## config.mk

```make
export PLATFORM = sky130hd
export DESIGN_NAME = graph_coloring_backtrack_flat
export DESIGN_NICKNAME = d
export VERILOG_FILES = /design/src/gcb_pkg.sv /design/src/gcb_ifs.sv /design/src/gcb_seq.sv /design/src/gcb_datapath.sv /design/src/graph_coloring_backtrack.sv /design/src/flat_wrapper.sv
export SDC_FILE = /design/constraint.sdc
export NUM_CORES = 1
export LEC_CHECK = 0
export BUFFER_PORTS_ARGS = -buffer_cell sky130_fd_sc_hd__buf_2
export CAP_MARGIN = 20
export CORE_ASPECT_RATIO = 2
export CORE_UTILIZATION = 53
export DETAILED_ROUTE_END_ITERATION = 16
export HOLD_SLACK_MARGIN = 0.1
export MAX_ROUTING_LAYER = met4
export PLACE_DENSITY = 0.75
export SETUP_SLACK_MARGIN = 0.05
export SYNTH_ARGS = -nofsm -noshare
export SYNTH_HDL_FRONTEND = slang
export SYNTH_HIERARCHICAL = 1
export SYNTH_SLANG_ARGS = --single-unit
```

## constraint.sdc

```tcl
create_clock -name i_clk -period 4.3 [get_ports i_clk]
set_clock_uncertainty 0.05 [all_clocks]
set_input_delay 0.86 -clock i_clk [delete_from_list [all_inputs] [get_ports i_clk]]
set_output_delay 0.86 -clock i_clk [all_outputs]
set_load 0.02 [all_outputs]
```

## src/gcb_pkg.sv

```systemverilog
package gcb_pkg;

    localparam int ADJ_W     = 64;
    localparam int ADJ_IDX_W = 6;
    localparam int RCNT_W    = 4;
    localparam int CCNT_W    = 3;
    localparam int REGION_W  = 3;
    localparam int COLOR_W   = 3;
    localparam int TRIAL_W   = 4;
    localparam int CFG_IDX_W = 2;

    localparam logic [CFG_IDX_W-1:0] CFG_ADJACENCY    = 2'd0;
    localparam logic [CFG_IDX_W-1:0] CFG_REGION_COUNT = 2'd1;
    localparam logic [CFG_IDX_W-1:0] CFG_COLOR_COUNT  = 2'd2;

    localparam logic [RCNT_W-1:0] RCNT_RESET = 4'd7;
    localparam logic [CCNT_W-1:0] CCNT_RESET = 3'd4;

    // datapath operation of one step
    typedef enum logic [2:0] {
        OP_WAIT,
        OP_INIT,
        OP_NONE,
        OP_INC,
        OP_PLACE,
        OP_BACK,
        OP_EMIT,
        OP_FAIL
    } t_op;

    // branch condition of one step
    typedef enum logic [2:0] {
        C_ALWAYS,
        C_START,
        C_OVER,
        C_CLASH,
        C_DLAST,
        C_DZERO,
        C_ELAST,
        C_FREE
    } t_cond;

    typedef enum logic [2:0] {
        ST_WAIT,
        ST_INIT,
        ST_TEST,
        ST_CHECK,
        ST_BUMP,
        ST_PLACE,
        ST_BACK,
        ST_EMIT_FAIL
    } t_step;

    typedef struct packed {
        t_op   op;
        t_cond cond;
        t_step jt;
        t_step jf;
    } t_uword;

    typedef struct packed {
        logic c_over;
        logic clash;
        logic d_last;
        logic d_zero;
        logic e_last;
    } t_flags;

    typedef struct packed {
        logic                found;
        logic [REGION_W-1:0] region;
        logic [COLOR_W-1:0]  region_color;
        logic                last;
    } t_result;

    // Control store. ST_EMIT_FAIL is reached two ways in name only: the
    // emit loop lives in ST_EMIT below, packed as the last free code.
    localparam t_step ST_EMIT = ST_EMIT_FAIL;

    function automatic t_uword gcb_urom(input t_step s, input logic fail_path);
        t_uword w;
        w = '{op: OP_NONE, cond: C_ALWAYS, jt: ST_WAIT, jf: ST_WAIT};
        unique case (s)
            ST_WAIT:  w = '{op: OP_WAIT,  cond: C_START,  jt: ST_INIT,  jf: ST_WAIT};
            ST_INIT:  w = '{op: OP_INIT,  cond: C_ALWAYS, jt: ST_TEST,  jf: ST_TEST};
            ST_TEST:  w = '{op: OP_NONE,  cond: C_OVER,   jt: ST_BACK,  jf: ST_CHECK};
            ST_CHECK: w = '{op: OP_NONE,  cond: C_CLASH,  jt: ST_BUMP,  jf: ST_PLACE};
            ST_BUMP:  w = '{op: OP_INC,   cond: C_ALWAYS, jt: ST_TEST,  jf: ST_TEST};
            ST_PLACE: w = '{op: OP_PLACE, cond: C_DLAST,  jt: ST_EMIT,  jf: ST_TEST};
            ST_BACK:  w = '{op: OP_BACK,  cond: C_DZERO,  jt: ST_EMIT,  jf: ST_TEST};
            ST_EMIT_FAIL: begin
                if (fail_path) begin
                    w = '{op: OP_FAIL, cond: C_FREE,  jt: ST_WAIT, jf: ST_EMIT};
                end else begin
                    w = '{op: OP_EMIT, cond: C_ELAST, jt: ST_WAIT, jf: ST_EMIT};
                end
            end
            default:  w = '{op: OP_NONE,  cond: C_ALWAYS, jt: ST_WAIT,  jf: ST_WAIT};
        endcase
        return w;
    endfunction

endpackage

```

## src/gcb_ifs.sv

```systemverilog
interface gcb_in_if;
    logic valid;
    logic ready;
    logic start_req;

    modport source (output valid, output start_req, input ready);
    modport sink   (input valid, input start_req, output ready);
endinterface

interface gcb_out_if;
    logic                          valid;
    logic                          ready;
    logic                          found;
    logic [gcb_pkg::REGION_W-1:0]  region;
    logic [gcb_pkg::COLOR_W-1:0]   region_color;
    logic                          last;

    modport source (output valid, output found, output region, output region_color,
                    output last, input ready);
    modport sink   (input valid, input found, input region, input region_color,
                    input last, output ready);
endinterface

interface gcb_cfg_if;
    logic                          valid;
    logic                          ready;
    logic [gcb_pkg::CFG_IDX_W-1:0] index;
    logic [gcb_pkg::ADJ_W-1:0]     data;

    modport source (output valid, output index, output data, input ready);
    modport sink   (input valid, input index, input data, output ready);
endinterface

```

## src/gcb_seq.sv

```systemverilog
module gcb_seq (
    input  logic            i_clk,
    input  logic            i_rst_n,
    input  gcb_pkg::t_flags i_flags,
    input  logic            i_start,
    input  logic            i_out_free,
    output gcb_pkg::t_op    o_op
);

    gcb_pkg::t_step  r_step, n_step;
    logic            r_fail, n_fail;
    gcb_pkg::t_uword w_uw;
    logic            w_take;

    assign w_uw = gcb_pkg::gcb_urom(r_step, r_fail);
    assign o_op = w_uw.op;

    always_comb begin
        unique case (w_uw.cond)
            gcb_pkg::C_ALWAYS: w_take = 1'b1;
            gcb_pkg::C_START:  w_take = i_start;
            gcb_pkg::C_OVER:   w_take = i_flags.c_over;
            gcb_pkg::C_CLASH:  w_take = i_flags.clash;
            gcb_pkg::C_DLAST:  w_take = i_flags.d_last;
            gcb_pkg::C_DZERO:  w_take = i_flags.d_zero;
            gcb_pkg::C_ELAST:  w_take = i_out_free & i_flags.e_last;
            gcb_pkg::C_FREE:   w_take = i_out_free;
            default:           w_take = 1'b0;
        endcase
        n_step = w_take ? w_uw.jt : w_uw.jf;
        // remember which way the output step was entered
        n_fail = r_fail;
        if (w_uw.op == gcb_pkg::OP_BACK) begin
            n_fail = 1'b1;
        end else if (w_uw.op == gcb_pkg::OP_PLACE || w_uw.op == gcb_pkg::OP_INIT) begin
            n_fail = 1'b0;
        end
    end

    always_ff @(posedge i_clk) begin
        if (!i_rst_n) begin
            r_step <= gcb_pkg::ST_WAIT;
            r_fail <= 1'b0;
        end else begin
            r_step <= n_step;
            r_fail <= n_fail;
        end
    end

endmodule

```

## src/gcb_datapath.sv

```systemverilog
module gcb_datapath #(
    parameter int REGIONS = 8,
    parameter int DW      = 3
) (
    input  logic                          i_clk,
    input  logic                          i_rst_n,
    input  gcb_pkg::t_op                  i_op,
    input  logic                          i_out_free,
    input  logic [gcb_pkg::ADJ_W-1:0]     i_adj,
    input  logic [DW-1:0]                 i_last_idx,
    input  logic [gcb_pkg::CCNT_W-1:0]    i_colors,
    output gcb_pkg::t_flags               o_flags,
    output gcb_pkg::t_result              o_res
);

    logic [gcb_pkg::COLOR_W-1:0] r_stack [REGIONS];
    logic [DW-1:0]               r_d;
    logic [DW-1:0]               r_e;
    logic [gcb_pkg::TRIAL_W-1:0] r_c;
    logic [REGIONS-1:0]          w_hit;
    logic [DW-1:0]               w_raddr;
    logic [gcb_pkg::COLOR_W-1:0] w_rdata;

    // neighbor compare against every lower, already colored region
    always_comb begin
        for (int i = 0; i < REGIONS; i++) begin
            w_hit[i] = (r_d > DW'(i))
                     & i_adj[gcb_pkg::ADJ_IDX_W'(int'(r_d) * REGIONS + i)]
                     & ({1'b0, r_stack[i]} == r_c);
        end
    end

    assign w_raddr = (i_op == gcb_pkg::OP_EMIT) ? r_e : DW'(r_d - 1'b1);
    assign w_rdata = r_stack[w_raddr];

    assign o_flags.c_over = r_c > {1'b0, i_colors};
    assign o_flags.clash  = |w_hit;
    assign o_flags.d_last = r_d == i_last_idx;
    assign o_flags.d_zero = r_d == '0;
    assign o_flags.e_last = r_e == i_last_idx;

    always_comb begin
        if (i_op == gcb_pkg::OP_FAIL) begin
            o_res = '{found: 1'b0, region: '0, region_color: '0, last: 1'b1};
        end else begin
            o_res = '{found: 1'b1, region: gcb_pkg::REGION_W'(r_e),
                      region_color: w_rdata, last: r_e == i_last_idx};
        end
    end

    always_ff @(posedge i_clk) begin
        if (!i_rst_n) begin
            r_d <= '0;
            r_e <= '0;
            r_c <= '0;
            for (int i = 0; i < REGIONS; i++) begin
                r_stack[i] <= '0;
            end
        end else begin
            unique case (i_op)
                gcb_pkg::OP_INIT: begin
                    r_d <= '0;
                    r_e <= '0;
                    r_c <= gcb_pkg::TRIAL_W'(1);
                    for (int i = 0; i < REGIONS; i++) begin
                        r_stack[i] <= '0;
                    end
                end
                gcb_pkg::OP_INC: begin
                    r_c <= r_c + 1'b1;
                end
                gcb_pkg::OP_PLACE: begin
                    r_stack[r_d] <= r_c[gcb_pkg::COLOR_W-1:0];
                    if (r_d != i_last_idx) begin
                        r_d <= r_d + 1'b1;
                        r_c <= gcb_pkg::TRIAL_W'(1);
                    end
                end
                gcb_pkg::OP_BACK: begin
                    r_stack[r_d] <= '0;
                    if (r_d != '0) begin
                        r_d <= r_d - 1'b1;
                        r_c <= {1'b0, w_rdata} + 1'b1;
                    end
                end
                gcb_pkg::OP_EMIT: begin
                    if (i_out_free) begin
                        r_e <= r_e + 1'b1;
                    end
                end
                gcb_pkg::OP_WAIT, gcb_pkg::OP_NONE, gcb_pkg::OP_FAIL: begin
                end
                default: begin
                end
            endcase
        end
    end

endmodule

```

## src/graph_coloring_backtrack.sv

```systemverilog
// Channel   Dir   Word                                   Handshake
// i_in      in    start_req                              valid/ready
// o_out     out   found, region, region_color, last      valid/ready
// i_cfg     in    index, data (adjacency/count regs)     valid/ready, ready always high
//
// Each search step is one sequencer state: a color trial costs test, check and bump steps,
// a backtrack costs back and test steps, and each result word an emit step;
// the worst case grows as color_count to the power region_count.
// Input is taken only in the wait step; a start_req of 0 is taken and dropped.
// Reset (synchronous, active low) clears the sequencer, the color stack and the
// config registers to adjacency 0, region_count 7, color_count 4.
// A stalled output holds its word and the emit step; the next start can be taken while the last word waits.
module graph_coloring_backtrack #(
    parameter int REGIONS    = 8,
    parameter int MAX_COLORS = 4
) (
    input  logic  i_clk,
    input  logic  i_rst_n,
    gcb_in_if.sink    i_in,
    gcb_out_if.source o_out,
    gcb_cfg_if.sink   i_cfg
);

    localparam int DW = $clog2(REGIONS);

    logic [gcb_pkg::ADJ_W-1:0]  r_adj;
    logic [gcb_pkg::RCNT_W-1:0] r_rcnt;
    logic [gcb_pkg::CCNT_W-1:0] r_ccnt;

    logic [DW-1:0]              w_last_idx;
    logic [gcb_pkg::CCNT_W-1:0] w_colors;

    gcb_pkg::t_op     w_op;
    gcb_pkg::t_flags  w_flags;
    gcb_pkg::t_result w_res;
    gcb_pkg::t_result r_out;
    logic             r_ovalid;
    logic             w_out_free;
    logic             w_load;
    logic             w_start;

    // config writes land directly; writes to an unknown index are dropped
    assign i_cfg.ready = 1'b1;

    always_ff @(posedge i_clk) begin
        if (!i_rst_n) begin
            r_adj  <= '0;
            r_rcnt <= gcb_pkg::RCNT_RESET;
            r_ccnt <= gcb_pkg::CCNT_RESET;
        end else if (i_cfg.valid) begin
            if (i_cfg.index == gcb_pkg::CFG_ADJACENCY) begin
                r_adj <= i_cfg.data;
            end else if (i_cfg.index == gcb_pkg::CFG_REGION_COUNT) begin
                r_rcnt <= i_cfg.data[gcb_pkg::RCNT_W-1:0];
            end else if (i_cfg.index == gcb_pkg::CFG_COLOR_COUNT) begin
                r_ccnt <= i_cfg.data[gcb_pkg::CCNT_W-1:0];
            end
        end
    end

    // clamp region count to 1..REGIONS, kept as index of the final region
    always_comb begin
        priority if (r_rcnt == '0) begin
            w_last_idx = '0;
        end else if (r_rcnt > gcb_pkg::RCNT_W'(REGIONS)) begin
            w_last_idx = DW'(REGIONS - 1);
        end else begin
            w_last_idx = DW'(r_rcnt - 1'b1);
        end
    end

    // saturate color count at MAX_COLORS; zero simply fails the search
    assign w_colors = (r_ccnt > gcb_pkg::CCNT_W'(MAX_COLORS)) ?
                      gcb_pkg::CCNT_W'(MAX_COLORS) : r_ccnt;

    // input side: only the wait step takes a word
    assign i_in.ready = (w_op == gcb_pkg::OP_WAIT);
    assign w_start    = i_in.valid & i_in.ready & i_in.start_req;

    // output register: free when empty or being drained this cycle
    assign w_out_free = !r_ovalid || o_out.ready;
    assign w_load     = w_out_free &&
                        (w_op == gcb_pkg::OP_EMIT || w_op == gcb_pkg::OP_FAIL);

    gcb_seq u_seq (
        .i_clk      (i_clk),
        .i_rst_n    (i_rst_n),
        .i_flags    (w_flags),
        .i_start    (w_start),
        .i_out_free (w_out_free),
        .o_op       (w_op)
    );

    gcb_datapath #(
        .REGIONS (REGIONS),
        .DW      (DW)
    ) u_dp (
        .i_clk      (i_clk),
        .i_rst_n    (i_rst_n),
        .i_op       (w_op),
        .i_out_free (w_out_free),
        .i_adj      (r_adj),
        .i_last_idx (w_last_idx),
        .i_colors   (w_colors),
        .o_flags    (w_flags),
        .o_res      (w_res)
    );

    // hold the word until taken, load the next one in the same edge if free
    always_ff @(posedge i_clk) begin
        if (!i_rst_n) begin
            r_ovalid <= 1'b0;
        end else if (w_load) begin
            r_ovalid <= 1'b1;
        end else if (o_out.ready) begin
            r_ovalid <= 1'b0;
        end
    end

    always_ff @(posedge i_clk) begin
        if (w_load) begin
            r_out <= w_res;
        end
    end

    assign o_out.valid        = r_ovalid;
    assign o_out.found        = r_out.found;
    assign o_out.region       = r_out.region;
    assign o_out.region_color = r_out.region_color;
    assign o_out.last         = r_out.last;

endmodule
```

## src/flat_wrapper.sv

```systemverilog
// flat-port wrapper written by rule: the top's interface ports become plain ports
module graph_coloring_backtrack_flat 
#(
    parameter int REGIONS    = 8,
    parameter int MAX_COLORS = 4
)
  (i_clk, i_rst_n, i_in_valid, i_in_start_req, i_in_ready, o_out_valid, o_out_found, o_out_region, o_out_region_color, o_out_last, o_out_ready, i_cfg_valid, i_cfg_index, i_cfg_data, i_cfg_ready);
  gcb_in_if i_in_i ();
  gcb_out_if o_out_i ();
  gcb_cfg_if i_cfg_i ();
  input  logic i_clk;
  input  logic i_rst_n;
  input wire logic [$bits(i_in_i.valid)-1:0] i_in_valid;
  input wire logic [$bits(i_in_i.start_req)-1:0] i_in_start_req;
  output wire logic [$bits(i_in_i.ready)-1:0] i_in_ready;
  output wire logic [$bits(o_out_i.valid)-1:0] o_out_valid;
  output wire logic [$bits(o_out_i.found)-1:0] o_out_found;
  output wire logic [$bits(o_out_i.region)-1:0] o_out_region;
  output wire logic [$bits(o_out_i.region_color)-1:0] o_out_region_color;
  output wire logic [$bits(o_out_i.last)-1:0] o_out_last;
  input wire logic [$bits(o_out_i.ready)-1:0] o_out_ready;
  input wire logic [$bits(i_cfg_i.valid)-1:0] i_cfg_valid;
  input wire logic [$bits(i_cfg_i.index)-1:0] i_cfg_index;
  input wire logic [$bits(i_cfg_i.data)-1:0] i_cfg_data;
  output wire logic [$bits(i_cfg_i.ready)-1:0] i_cfg_ready;
  assign i_in_i.valid = i_in_valid;
  assign i_in_i.start_req = i_in_start_req;
  assign i_in_ready = i_in_i.ready;
  assign o_out_valid = o_out_i.valid;
  assign o_out_found = o_out_i.found;
  assign o_out_region = o_out_i.region;
  assign o_out_region_color = o_out_i.region_color;
  assign o_out_last = o_out_i.last;
  assign o_out_i.ready = o_out_ready;
  assign i_cfg_i.valid = i_cfg_valid;
  assign i_cfg_i.index = i_cfg_index;
  assign i_cfg_i.data = i_cfg_data;
  assign i_cfg_ready = i_cfg_i.ready;
  graph_coloring_backtrack #(.REGIONS(REGIONS), .MAX_COLORS(MAX_COLORS)) u_core (.i_clk(i_clk), .i_rst_n(i_rst_n), .i_in(i_in_i), .o_out(o_out_i), .i_cfg(i_cfg_i));
endmodule
```

Yosys cells after proc, flatten, opt, wreduce, memory -nomap -nowiden --
Memories as Yosys holds them, arrays and structs flattened. Cells that the tools add are included.
Cells by class: add/sub/neg operators 13, order comparisons 19, equality and inequality tests 36, multiplexer cells 67, bitwise logic cells 30, reduce and logical (&&, ||, !) cells 25
Operator list (count):
- 12-bit case mux with 8 select lines | 1
- 6-bit by 8-bit less-than comparator with 1-bit output, second input constant | 8
- 3-bit 2-to-1 mux | 19
- 1-bit binary-select mux with 6-bit select | 7
- 3-bit == test, second input constant | 12
- 3-bit by 4-bit == test with 1-bit output | 8
- 1-bit 2-to-1 mux | 31
- 6-bit by 3-bit adder with 6-bit output, second input constant | 4
- 1-bit AND | 19
- 4-bit case mux with 4 select lines | 1
- 3-bit by 2-bit == test with 1-bit output, second input constant | 5
- 3-bit greater-than comparator, second input constant | 5
- 6-bit by 2-bit adder with 6-bit output, second input constant | 2
- 3-bit logical NOT | 4
- 10-bit 2-to-1 mux | 1
- 3-bit by 1-bit == test with 1-bit output, second input constant | 3
- 1-bit OR | 9
- 3-bit case mux with 3 select lines | 1
- 3-bit AND reduction | 3
- 4-bit 2-to-1 mux | 2
- 8-bit 2-to-1 mux | 1
- 1-bit case mux with 8 select lines | 1
- 8-bit OR reduction | 1
- 3-bit by 1-bit adder with 3-bit output, second input constant | 2
- other kinds (27) | 40
Word-level totals: register bits 94, RAM bits 24, bits of input ports 72, output and inout bits 11, word-level logic and storage cells 204, memories kept 1
Memory list:
- u_core.u_dp.r_stack | depth 8, width 3, rd ports 9, clocked after memory_dff 0, wr ports 8, RTL line gcb_datapath.sv:16 | logic [gcb_pkg::COLOR_W-1:0] r_stack [REGIONS];

Longest topological paths before layout --
depth after elaboration 9, depth in mapped cells 14, gate-level depth less buffers 13

Hierarchy --
The synthesis kept the hierarchy.
Modules (own cells, without submodules):
- graph_coloring_backtrack | times used 1, cells an instance 333, area each 3279.4 um^2, seq. area each 1681.6 um^2
- gcb_datapath | times used 1, cells an instance 330, area each 2981.6 um^2, seq. area each 920.9 um^2
- gcb_seq | times used 1, cells an instance 43, area each 320.3 um^2, seq. area each 80.1 um^2

Least setup slack after synthesis --
OpenSTA, ideal clock, no wires.
kind reg2reg, start register u_core.u_dp.r_d[0], end register u_core/u_dp/r_c[2] (netlist name), setup time 127 ps, arrival 2829 ps, required time 4123 ps, slack 1295 ps, stages on the path, launching flop included 14, path buffers 3, period minus slack after synthesis 3005 ps, cells stage by stage dfxtp_1 buf_6 buf_2 inv_1 ha_1 buf_2 mux2i_1 mux2i_1 mux2i_1 a31o_2 ha_1 xor2_1 nor3_1 or3_1
On the way: longest elaborated chain between the ends 6
Ends and longest elaborated chain:
- start, declared | RTL line gcb_datapath.sv:17 | logic [DW-1:0] r_d;
- start signal, assigned | RTL line gcb_datapath.sv:75 | r_d <= r_d + 1'b1;
- start signal, assigned | RTL line gcb_datapath.sv:82 | r_d <= r_d - 1'b1;
- 3-bit by 1-bit subtractor with 3-bit output | RTL line gcb_datapath.sv:33 | assign w_raddr = (i_op == gcb_pkg::OP_EMIT) ? r_e : DW'(r_d - 1'b1);
- 3-bit 2-to-1 mux | RTL line gcb_datapath.sv:33
- memory 8 x 3 bit
- 3-bit by 1-bit adder with 4-bit output | RTL line gcb_datapath.sv:83 | r_c <= {1'b0, w_rdata} + 1'b1;
- 4-bit 2-to-1 mux | RTL line gcb_datapath.sv:81 | if (r_d != '0) begin
- 4-bit case mux with 4 select lines | RTL line gcb_datapath.sv:60 | unique case (i_op)
- end signal, assigned | RTL line gcb_datapath.sv:64 | r_c <= gcb_pkg::TRIAL_W'(1);
- end signal, assigned | RTL line gcb_datapath.sv:70 | r_c <= r_c + 1'b1;
- end signal, assigned | RTL line gcb_datapath.sv:83
- end, declared | RTL line gcb_datapath.sv:19 | logic [gcb_pkg::TRIAL_W-1:0] r_c;
Several ways; a longest one is shown, not always the timed one. The select of a mux whose other input is x is not followed. A chain may end at the register's enable or synchronous reset.

Final worst setup path --
start register u_core.u_seq.r_step[2], end register u_core/u_dp/r_c[2] (netlist name)
On the way: longest elaborated chain between the ends 8
Ends and longest elaborated chain:
- start, declared | RTL line gcb_seq.sv:10 | gcb_pkg::t_step r_step, n_step;
- start signal, assigned | RTL line gcb_seq.sv:42 | r_step <= gcb_pkg::ST_WAIT;
- start signal, assigned | RTL line gcb_seq.sv:45 | r_step <= n_step;
- 3-bit == test (tied with other cells) | RTL line gcb_pkg.sv:83 | unique case (s)
- 12-bit case mux with 8 select lines * | RTL line gcb_pkg.sv:83
- named net u_core.w_op[1] | RTL line graph_coloring_backtrack.sv:33 | gcb_pkg::t_op w_op;
- 3-bit == test | RTL line gcb_datapath.sv:33
- 3-bit 2-to-1 mux | RTL line gcb_datapath.sv:33
- memory 8 x 3 bit
- 3-bit by 1-bit adder with 4-bit output | RTL line gcb_datapath.sv:83
- 4-bit 2-to-1 mux | RTL line gcb_datapath.sv:81
- 4-bit case mux with 4 select lines | RTL line gcb_datapath.sv:60
The timed path passes the listed nets; every way through them passes the cells marked *. The select of a mux whose other input is x is not followed.

==> summary.txt <==
Area Overhead vs Synth - 8.15%
Fin. Hold Viols - 0
CP max FO - 14
First-pass GRT wire length - 21,400 um
Largest net degree at the start of global routing - 96
Post_cts resized - 0
Crit. path cell count - 11
Most frequent cells in the layout - nand2_1 (133), dfxtp_1 (63), mux2i_1 (61), buf_2 (60), nor2_1 (39)
Critical Path, Cell by Cell - nand2b_1 -> xnor2_1 -> nand3b_2 -> mux2i_1 -> mux2i_1 -> mux2i_1 -> a31o_2 -> ha_1 -> xor2_1 -> nor3_1 -> or3_1
Total GRT Usage - 0.267
Syn avg cell area - 9.29 um2
Critical path start-end classification - register to register
RD Place Congestion - 0.903
Slew Limit Fails - 0
Peak supply drop - 0.298 mV
TritonCTS clock tree - done
Crit-path max cell delay - 0.57 ns
First-pass iteration count of the detailed router - 5
Max Clk Rate - 282 MHz
Num CTS Buffers - 9
Tightest Pin Transition - 0.840 ns
Post-CTS Hold Fix Bufs - 0
# nets final - 730
Final Critical Period - 3.54 ns
Root Driver - clkbuf_16
Commonest non-fill, non-tap cell in the layout - nand2_1
Syn Inst Count - 616
Fin Setup TNS - 0 ns
Status - finished, final reports clean
ANT nets after route - 0
Worst-Skew Late Latency - 0.35 ns
Crit-path leading delay family - simple AND/OR/NAND/NOR gates
RSZ-0062 raised after global routing - no
DR DRC count - 0
Die H - 149 um
Core area - 10,500 um2
Clock sinks - 95
Max-slew headroom - 0.439
Power Density - 378 nW/um2
Max-cap viol count - 0
Starting Density - 0.546
Diodes inserted - 0
Clk buf depth - 2
Rows - 53
DR vias - 4,489
Startpoint types - register
Vias per cell - 5.70
Post-Syn Nets - 700
DIE AREA - 11,200 um2
Hold Crit Depth - 2
# setup viols final - 0
CP Capture Type - register
LEAKAGE - 0.00241 uW
Worst path bufs/invs - 0
I/O Pins - 83
Worst Hold Class - register to register
Synth warn - 6
Post-CTS Setup Inserts - 0
GRT Residual Overflow - 0
H-Tree Depth - 3
Cell area after synthesis - 5730 um2
Vias in the first global route - 4,534
Wire length per cell - 17.0 um
Detailed Place HPWL - 10,100 um
Die W - 75.5 um
CP max-delay cell - dfxtp_1
Routed WL - 13,400 um
# fillers - 981
Initial antenna violation count - 0
CP most frequent cell - mux2i_1
Critical Path AT - 3.72 ns
Crit path required time - 4.48 ns
Total power - 2340 uW
Port Buffers - 61
Share of cells above drive strength 1 - 0.149
DRT iter0 DRCs - 231
Clock-pin slew on the worst setup and hold paths - 0.07 ns
R2R depth - 11
Final core area utilization - 0.591
Part of the cycle the worst path needs - 0.824
## path summary, 6_finish.rpt
check	slack, ns	startpoint	end
setup / recovery	0.76	u_core/u_seq/r_step[2]	u_core/u_dp/r_c[2]
hold / removal	0.41	u_core/r_adj[57]	u_core/r_adj[57]
setup reg to reg	0.76	u_core/u_seq/r_step[2]	u_core/u_dp/r_c[2]
hold reg to reg	0.41	u_core/r_adj[57]	u_core/r_adj[57]
## flip-flops by register name (all words and copies together) (netlist names)
name / flops
u_core/r_adj: 41
u_core/u_dp/r_stack: 24
u_core/r_rcnt: 4
u_core/u_dp/r_c: 4
u_core/o_out.region: 3
u_core/o_out.region_color: 3
u_core/r_ccnt: 3
u_core/u_dp/r_d: 3
u_core/u_dp/r_e: 3
u_core/u_seq/r_step: 3
u_core/o_out.found: 1
u_core/o_out.last: 1
u_core/o_out.valid: 1
u_core/u_seq/r_fail: 1
## worst reg2reg max path: cells and delay by family, from the launching register on
kind / cells / cell delay, ns
and+or+nand+nor: 4 / 0.88
AOI/OAI and AO/OA: 1 / 0.28
DFF: 1 / 0.57
xor gates and xnor gates: 2 / 0.70
muxes: 3 / 0.73
adders and majority gates: 1 / 0.23
## stage by stage
stage	hold slack, ns	instance area [um2]	std cells	setup slack [ns]
after floorplan	0.380	5730	616	1.29
after global placement	0.388	5920	772	0.880
after detailed placement	0.395	5920	772	0.812
after CTS	0.409	6190	788	0.779
after global routing	0.429	6190	788	0.386
final	0.408	6190	788	0.756
## area by class of cell
| type | instances | area [um2] | area share |
|---|---|---|---|
| repair buffers | 69 | 368 | 0.0594 |
| multi-input cells | 454 | 3090 | 0.500 |
| clock inverters | 6 | 43.8 | 0.00707 |
| inverters | 17 | 63.8 | 0.0103 |
| clock buffers | 10 | 229 | 0.0370 |
| flip-flops and latches | 95 | 2220 | 0.359 |
| well taps | 137 | 171 | 0.0277 |
## power by group
group          total (uW)  internal, uW  switching (uW)
logic                 486           205             281
registers            1120          1010             104
clock network         741           395             346
total                2340          1610             730
## routing by layer
layer	track usage	up-vias	wire length, um
li1	-	2187	-
met1	0.249	2116	4660
met2	0.481	138	7490
met3	0.0399	48	498
met4	0.173	0	781
met5	-	-	0
No activity file was read; power rests on OpenSTA's default activity.
